==> src/rtl/ecpa_pkg.sv <==
package ecpa_pkg;

  typedef logic [0:0] cfg_idx_t;

  localparam cfg_idx_t CFG_CURVE_A = 1'b0;
  localparam cfg_idx_t CFG_PRIME   = 1'b1;

  localparam int unsigned PRIME_RESET = 65521;

endpackage

==> src/rtl/ecc_point_add_prime_field_top.sv <==
// Channel  | Handshake              | Payload
// ---------+------------------------+--------------------------------------------
// in       | in_valid / in_stall    | in_first_x, in_first_y, in_second_x, in_second_y
// out      | out_valid / out_stall  | out_sum_x, out_sum_y, out_slope, out_at_infinity
// cfg      | cfg_we (write only)    | cfg_addr, cfg_wdata
//
// One shared bit-serial unit does every modular multiply and every division
// step, one multiplier or dividend bit at a time.
// in_stall is high from the accepting edge until the result sits in the
// output register; rst_n is synchronous, clears control, zeroes curve_a and
// loads prime with PRIME_RESET.
module ecc_point_add_prime_field_top #(
  parameter int FIELD_BITS = 16
) (
  input  logic                  clk,
  input  logic                  rst_n,
  input  logic                  cfg_we,
  input  ecpa_pkg::cfg_idx_t    cfg_addr,
  input  logic [FIELD_BITS-1:0] cfg_wdata,
  input  logic                  in_valid,
  output logic                  in_stall,
  input  logic [FIELD_BITS-1:0] in_first_x,
  input  logic [FIELD_BITS-1:0] in_first_y,
  input  logic [FIELD_BITS-1:0] in_second_x,
  input  logic [FIELD_BITS-1:0] in_second_y,
  output logic                  out_valid,
  input  logic                  out_stall,
  output logic [FIELD_BITS-1:0] out_sum_x,
  output logic [FIELD_BITS-1:0] out_sum_y,
  output logic [FIELD_BITS-1:0] out_slope,
  output logic                  out_at_infinity
);

  localparam int W  = FIELD_BITS;
  localparam int CW = $clog2(W + 1);
  localparam logic [W-1:0] PRIME_RST = W'(ecpa_pkg::PRIME_RESET);
  localparam logic [W-1:0] ONE = W'(1);

  localparam logic [4:0] S_IDLE   = 5'd0;
  localparam logic [4:0] S_MUL    = 5'd1;
  localparam logic [4:0] S_DIV    = 5'd2;
  localparam logic [4:0] S_RED    = 5'd3;
  localparam logic [4:0] S_RED_WB = 5'd4;
  localparam logic [4:0] S_CMP    = 5'd5;
  localparam logic [4:0] S_DBL1   = 5'd6;
  localparam logic [4:0] S_DBL2   = 5'd7;
  localparam logic [4:0] S_DBL3   = 5'd8;
  localparam logic [4:0] S_INV0   = 5'd9;
  localparam logic [4:0] S_LOOP   = 5'd10;
  localparam logic [4:0] S_INV_Q  = 5'd11;
  localparam logic [4:0] S_INV_T  = 5'd12;
  localparam logic [4:0] S_SLOPE  = 5'd13;
  localparam logic [4:0] S_SQ     = 5'd14;
  localparam logic [4:0] S_X1     = 5'd15;
  localparam logic [4:0] S_X2     = 5'd16;
  localparam logic [4:0] S_Y1     = 5'd17;
  localparam logic [4:0] S_Y2     = 5'd18;
  localparam logic [4:0] S_OUT    = 5'd19;

  logic [W-1:0] curve_a_r, prime_r;
  logic [4:0]   state_r, ret_r;
  logic [2:0]   idx_r;
  logic [W-1:0] crd_r [0:4];   // x1, y1, x2, y2, a
  logic [W-1:0] num_r, den_r, tmp_r, r0_r, r1_r, t0_r, t1_r, s_r, x3_r;
  logic [W-1:0] u_a_r, u_b_r;
  logic [W:0]   u_c_r;
  logic [CW-1:0] cnt_r;
  logic         inf_r;

  logic [W:0]   div_sh;
  logic         div_ge;
  logic [W-1:0] q_fix;

  function automatic logic [W-1:0] add_m(input logic [W-1:0] x, input logic [W-1:0] y,
                                         input logic [W-1:0] m);
    logic [W:0] s;
    s = {1'b0, x} + {1'b0, y};
    if (s >= {1'b0, m}) begin
      s = s - {1'b0, m};
    end
    return s[W-1:0];
  endfunction

  function automatic logic [W-1:0] sub_m(input logic [W-1:0] x, input logic [W-1:0] y,
                                         input logic [W-1:0] m);
    logic [W-1:0] d;
    d = x - y;
    if (x < y) begin
      d = d + m;
    end
    return d;
  endfunction

  assign div_sh = {u_c_r[W-1:0], u_b_r[W-1]};
  assign div_ge = div_sh >= {1'b0, u_a_r};
  assign q_fix  = (u_b_r >= prime_r) ? u_b_r - prime_r : u_b_r;

  assign in_stall = (state_r != S_IDLE);

  always_ff @(posedge clk) begin
    if (!rst_n) begin
      curve_a_r <= '0;
      prime_r   <= PRIME_RST;
    end else if (cfg_we) begin
      unique case (cfg_addr)
        ecpa_pkg::CFG_CURVE_A: curve_a_r <= cfg_wdata;
        ecpa_pkg::CFG_PRIME:   prime_r   <= cfg_wdata;
        default: ;
      endcase
    end
  end

  always_ff @(posedge clk) begin
    if (!rst_n) begin
      state_r   <= S_IDLE;
      ret_r     <= S_IDLE;
      out_valid <= 1'b0;
      inf_r     <= 1'b0;
      idx_r     <= '0;
      cnt_r     <= '0;
    end else begin
      if (out_valid && !out_stall && state_r != S_OUT) begin
        out_valid <= 1'b0;
      end
      unique case (state_r)
        S_IDLE: begin
          if (in_valid) begin
            crd_r[0] <= in_first_x;
            crd_r[1] <= in_first_y;
            crd_r[2] <= in_second_x;
            crd_r[3] <= in_second_y;
            crd_r[4] <= curve_a_r;
            idx_r    <= '0;
            inf_r    <= (prime_r < W'(2));
            state_r  <= (prime_r < W'(2)) ? S_OUT : S_RED;
          end
        end
        S_MUL: begin
          if (u_b_r == '0) begin
            state_r <= ret_r;
          end else begin
            if (u_b_r[0]) begin
              u_c_r <= {1'b0, add_m(u_c_r[W-1:0], u_a_r, prime_r)};
            end
            u_a_r <= add_m(u_a_r, u_a_r, prime_r);
            u_b_r <= u_b_r >> 1;
          end
        end
        S_DIV: begin
          u_c_r <= div_ge ? div_sh - {1'b0, u_a_r} : div_sh;
          u_b_r <= {u_b_r[W-2:0], div_ge};
          cnt_r <= cnt_r + CW'(1);
          if (cnt_r == CW'(W - 1)) begin
            state_r <= ret_r;
          end
        end
        S_RED: begin
          u_a_r   <= prime_r;
          u_b_r   <= crd_r[idx_r];
          u_c_r   <= '0;
          cnt_r   <= '0;
          ret_r   <= S_RED_WB;
          state_r <= S_DIV;
        end
        S_RED_WB: begin
          crd_r[idx_r] <= u_c_r[W-1:0];
          idx_r        <= idx_r + 3'd1;
          state_r      <= (idx_r == 3'd4) ? S_CMP : S_RED;
        end
        S_CMP: begin
          if (crd_r[0] == crd_r[2] && crd_r[1] == crd_r[3]) begin
            u_a_r   <= crd_r[0];
            u_b_r   <= crd_r[0];
            u_c_r   <= '0;
            ret_r   <= S_DBL1;
            state_r <= S_MUL;
          end else begin
            num_r   <= sub_m(crd_r[3], crd_r[1], prime_r);
            den_r   <= sub_m(crd_r[2], crd_r[0], prime_r);
            state_r <= S_INV0;
          end
        end
        S_DBL1: begin
          tmp_r   <= u_c_r[W-1:0];
          num_r   <= add_m(u_c_r[W-1:0], u_c_r[W-1:0], prime_r);
          state_r <= S_DBL2;
        end
        S_DBL2: begin
          num_r   <= add_m(num_r, tmp_r, prime_r);
          state_r <= S_DBL3;
        end
        S_DBL3: begin
          num_r   <= add_m(num_r, crd_r[4], prime_r);
          den_r   <= add_m(crd_r[1], crd_r[1], prime_r);
          state_r <= S_INV0;
        end
        S_INV0: begin
          r0_r <= prime_r;
          r1_r <= den_r;
          t0_r <= '0;
          t1_r <= ONE;
          if (den_r == '0) begin
            inf_r   <= 1'b1;
            state_r <= S_OUT;
          end else begin
            state_r <= S_LOOP;
          end
        end
        S_LOOP: begin
          if (r1_r == '0) begin
            if (r0_r != ONE) begin
              inf_r   <= 1'b1;
              state_r <= S_OUT;
            end else begin
              state_r <= S_SLOPE;
            end
          end else begin
            u_a_r   <= r1_r;
            u_b_r   <= r0_r;
            u_c_r   <= '0;
            cnt_r   <= '0;
            ret_r   <= S_INV_Q;
            state_r <= S_DIV;
          end
        end
        S_INV_Q: begin
          r0_r    <= r1_r;
          r1_r    <= u_c_r[W-1:0];
          u_a_r   <= q_fix;
          u_b_r   <= t1_r;
          u_c_r   <= '0;
          ret_r   <= S_INV_T;
          state_r <= S_MUL;
        end
        S_INV_T: begin
          t0_r    <= t1_r;
          t1_r    <= sub_m(t0_r, u_c_r[W-1:0], prime_r);
          state_r <= S_LOOP;
        end
        S_SLOPE: begin
          u_a_r   <= num_r;
          u_b_r   <= t0_r;
          u_c_r   <= '0;
          ret_r   <= S_SQ;
          state_r <= S_MUL;
        end
        S_SQ: begin
          s_r     <= u_c_r[W-1:0];
          u_a_r   <= u_c_r[W-1:0];
          u_b_r   <= u_c_r[W-1:0];
          u_c_r   <= '0;
          ret_r   <= S_X1;
          state_r <= S_MUL;
        end
        S_X1: begin
          x3_r    <= sub_m(u_c_r[W-1:0], crd_r[0], prime_r);
          state_r <= S_X2;
        end
        S_X2: begin
          x3_r    <= sub_m(x3_r, crd_r[2], prime_r);
          state_r <= S_Y1;
        end
        S_Y1: begin
          u_a_r   <= s_r;
          u_b_r   <= sub_m(crd_r[0], x3_r, prime_r);
          u_c_r   <= '0;
          ret_r   <= S_Y2;
          state_r <= S_MUL;
        end
        S_Y2: begin
          tmp_r   <= sub_m(u_c_r[W-1:0], crd_r[1], prime_r);
          state_r <= S_OUT;
        end
        S_OUT: begin
          // hold until the previous transfer has left the output register
          if (!out_valid || !out_stall) begin
            out_valid       <= 1'b1;
            out_at_infinity <= inf_r;
            out_sum_x       <= inf_r ? '0 : x3_r;
            out_sum_y       <= inf_r ? '0 : tmp_r;
            out_slope       <= inf_r ? '0 : s_r;
            state_r         <= S_IDLE;
          end
        end
        default: state_r <= S_IDLE;
      endcase
    end
  end

`ifndef SYNTHESIS
  a_inf_zero: assert property (@(posedge clk) disable iff (!rst_n)
    out_valid && out_at_infinity |-> out_sum_x == '0 && out_sum_y == '0 && out_slope == '0)
    else $error("point at infinity with nonzero coordinates");

  a_busy_after_take: assert property (@(posedge clk) disable iff (!rst_n)
    in_valid && !in_stall |=> state_r != S_IDLE)
    else $error("sequencer idle after input transfer");

  a_coef_reduced: assert property (@(posedge clk) disable iff (!rst_n)
    state_r == S_LOOP |-> t0_r < prime_r && t1_r < prime_r)
    else $error("Euclid coefficient not reduced");

  a_remainder_shrinks: assert property (@(posedge clk) disable iff (!rst_n)
    state_r == S_INV_Q |-> u_c_r[W-1:0] < r1_r)
    else $error("Euclid remainder did not shrink");
`endif

endmodule
==> config.mk <==
export PLATFORM = sky130hd
export DESIGN_NAME = ecc_point_add_prime_field_top
export DESIGN_NICKNAME = d
export VERILOG_FILES = /design/src/rtl/ecpa_pkg.sv /design/src/rtl/ecc_point_add_prime_field_top.sv
export SDC_FILE = /design/constraint.sdc
export NUM_CORES = 2
export LEC_CHECK = 0
export BUFFER_PORTS_ARGS = -buffer_cell sky130_fd_sc_hd__buf_2
export CAP_MARGIN = 20
export CELL_PAD_IN_SITES_DETAIL_PLACEMENT = 0
export CELL_PAD_IN_SITES_GLOBAL_PLACEMENT = 1
export CORE_MARGIN = 3
export CORE_UTILIZATION = 39
export DETAILED_ROUTE_END_ITERATION = 8
export PLACE_DENSITY = 0.74
export REMOVE_ABC_BUFFERS = 1
export SETUP_SLACK_MARGIN = 0.05
export SLEW_MARGIN = 10
export SYNTH_ARGS = -nofsm -noshare
export SYNTH_HDL_FRONTEND = slang
export SYNTH_SLANG_ARGS = --single-unit
==> constraint.sdc <==
create_clock -name clk -period 7.61 [get_ports clk]
set_input_delay 1.522 -clock clk [delete_from_list [all_inputs] [get_ports clk]]
set_output_delay 1.522 -clock clk [all_outputs]
set_load 0.02 [all_outputs]
==> results.tsv <==
metric	value	unit
Synth Register Bits	424	
FP Rows	115	
Synth Instances	4256	
Rel. slew slack	0.160	
max-slew violation count	0	
Largest register FFs	128	
routability cong.	1.01	
Power Density	375	nW/µm²
Distinct cells, synth	94	
number of global-route vias before repair	33200	
clock slew at reported path FFs	70	ps
IO Count	137	
crit path DAT	5730	ps
Lkg Pwr	17.4	nW
final hold viol count	0	
most common cell after layout, fill and taps aside	ha_1	
Iter 0 DRT Violations	4606	
async set-reset flop share out of synthesis	0	
Area growth syn-to-layout	10.5	%
largest net degree at the start of global routing	64	
largest reg by FF count	crd_r	
Layout Skew	24.8	ps
sequential fraction of the synthesis area	0.312	
drt first pass iters	9	
WHS	467	ps
Max Cap Viol	0	
Required @ worst endpoint	7980	ps
RSZ-0062 raised after global routing	false	
initial antenna violation count	22	
largest family of logic cells by synthesized area	compound AO/OA/AOI/OAI gates	
GR Util All Layers	0.313	
proportion of layout cells with a drive suffix above 1	0.114	
most frequent cells in the layout	398 x ha_1, 369 x edfxtp_1, 344 x nand2_1	
Hold WC Path Type	flop to flop	
Num CTS Buffers	51	
Post-DP HPWL	127	mm
top_reg_cell synth	edfxtp_1	
DRT Wirelength	168	mm
Clock Path Buffers	3	
clk_lat worst skew	640	ps
Nets	4884	
Chip Width	322	µm
die area	104000	µm²
core area	98900	µm²
simple-gate share of the synthesized area	0.156	
Die Ht	322	µm
design area	43100	µm²
DP Area	41400	µm²
# hold bufs at CTS	0	
multi-input logic area	25400	µm²
CTS sink cnt	424	
antenna-violating nets left	0	
status	finished clean	
Peak supply drop	0.203	mV
fmax	186	MHz
initial core utilization	0.395	
Post-synth EDFFs	369	
critical path endpoint category	flop	
worst-margin pin slew	1260	ps
largest fanout on the critical path	13	
post-layout minimum cycle time	5360	ps
Adder-Cell Fraction of Synth Area	0.140	
Startpoint Class	flop	
WL/cell	29.3	µm
number of gates resized after cts	0	
Post-Synth XOR/XNOR Area	0.0658	
critical path class	flop to flop	
Cells after DPL	5609	
mux share of post-synthesis cell area	0.0831	
number of I/O port buffers	136	
first-pass GRT wire length	235	mm
Compound-Gate Fraction of Synth Area	0.204	
Sequential Area	12200	µm²
H-tree depth	2	
Yosys warning total	0	
vias post-DR	35900	
vias per inst	6.28	
crit share post-route	0.705	
Post-Syn Area per Cell	9.17	µm²
final setup TNS	0	ps
CTS root buffer	clkbuf_16	
post-CTS setup buffer count	0	
Post-Layout Cell Count	5711	
gr ovfl total	0	
FILL cells	9715	
drc violations	0	
final setup violation count	0	
Post-Syn Area	39000	µm²
CTS tree	done	
[routing by layer]
| metal | GRT usage | wire, µm |
|---|---|---|
| met5 | 0 | 142 |
| met4 | 0.161 | 10400 |
| met3 | 0.0728 | 17100 |
| met2 | 0.483 | 72600 |
| met1 | 0.409 | 67300 |
[worst max-delay path, cell delays in order (launching register included)]
cell      delay, ps
edfxtp_1        390
ha_1            220
inv_1            70
fa_1            420
nor2b_1         170
o31a_1          230
o2111a_1        330
nor4_4           70
nor3_1          400
nand2b_1        180
xor2_1          230
ha_1            320
nand2_1          90
nor3_1           60
a311oi_1        280
nand2_1         140
a311oi_4        830
nor2_2          190
a221oi_2        330
o211ai_1        130
[cell type report]
class,count,share of cell area
multi-input combinational,3455,0.590
clock inverter,36,0.00952
tap,1287,0.0373
timing repair buffer,222,0.0308
clock buffer,57,0.0301
inverter,221,0.0192
antenna,9,0.000522
sequential,424,0.283
[power breakdown]
part	internal (mW)	total [mW]	switching, mW
Combinational	4.10	10.2	6.13
Sequential	2.99	3.34	0.347
Clock	1.48	2.62	1.14
Total	8.57	16.2	7.62
[final timing paths]
kind | startpoint | to | slack, ps | cells after the start
max | num_r[0] | num_r[14] | 2250 | 19
min | curve_a_r[10] | curve_a_r[10] | 470 | 2
max reg2reg | num_r[0] | num_r[14] | 2250 | 19
min reg2reg | curve_a_r[10] | curve_a_r[10] | 470 | 2
[through the flow]
stage,setup WS (ps),utilization,power [mW]
after floorplan,2800,-,10.5
after global placement,2360,0.419,13.3
after detailed placement,2360,0.419,13.4
after CTS,2300,0.436,16.0
after global routing,1910,0.436,17.2
final,2250,0.436,16.2
[synthesized netlist by cell type (36+ instances only)]
cell type | instances | share of area
a31oi_1 | 39 | 0.0063
a21boi_0 | 36 | 0.0069
nand2b_1 | 43 | 0.0069
mux2i_1 | 134 | 0.034
inv_1 | 220 | 0.021
nor2b_1 | 91 | 0.015
a21o_1 | 85 | 0.016
edfxtp_1 | 369 | 0.28
ha_1 | 398 | 0.13
o21bai_1 | 36 | 0.0069
o211ai_1 | 54 | 0.010
and2_1 | 42 | 0.0067
xnor2_1 | 207 | 0.046
dfxtp_1 | 55 | 0.028
nand2_1 | 344 | 0.033
or3_1 | 43 | 0.0069
xor2_1 | 81 | 0.018
nor2_1 | 332 | 0.032
o21ai_0 | 222 | 0.028
a211oi_1 | 63 | 0.012
clkbuf_1 | 112 | 0.011
nor3_1 | 122 | 0.016
mux2_2 | 105 | 0.030
a21oi_1 | 315 | 0.040
o21a_1 | 74 | 0.014
nand4_1 | 45 | 0.0072
nand3_1 | 104 | 0.013
[cells by family (layout without fill, tap and decap cells)]
family	count (synthesis)	after routing
xor+xnor	290	290
other cells	0	9
compound gates	1196	1196
mux	271	271
simple gates	1275	1275
flops	424	424
fa+ha+maj	423	423
buf+inv	377	536
(Power assumes the default switching activity.)
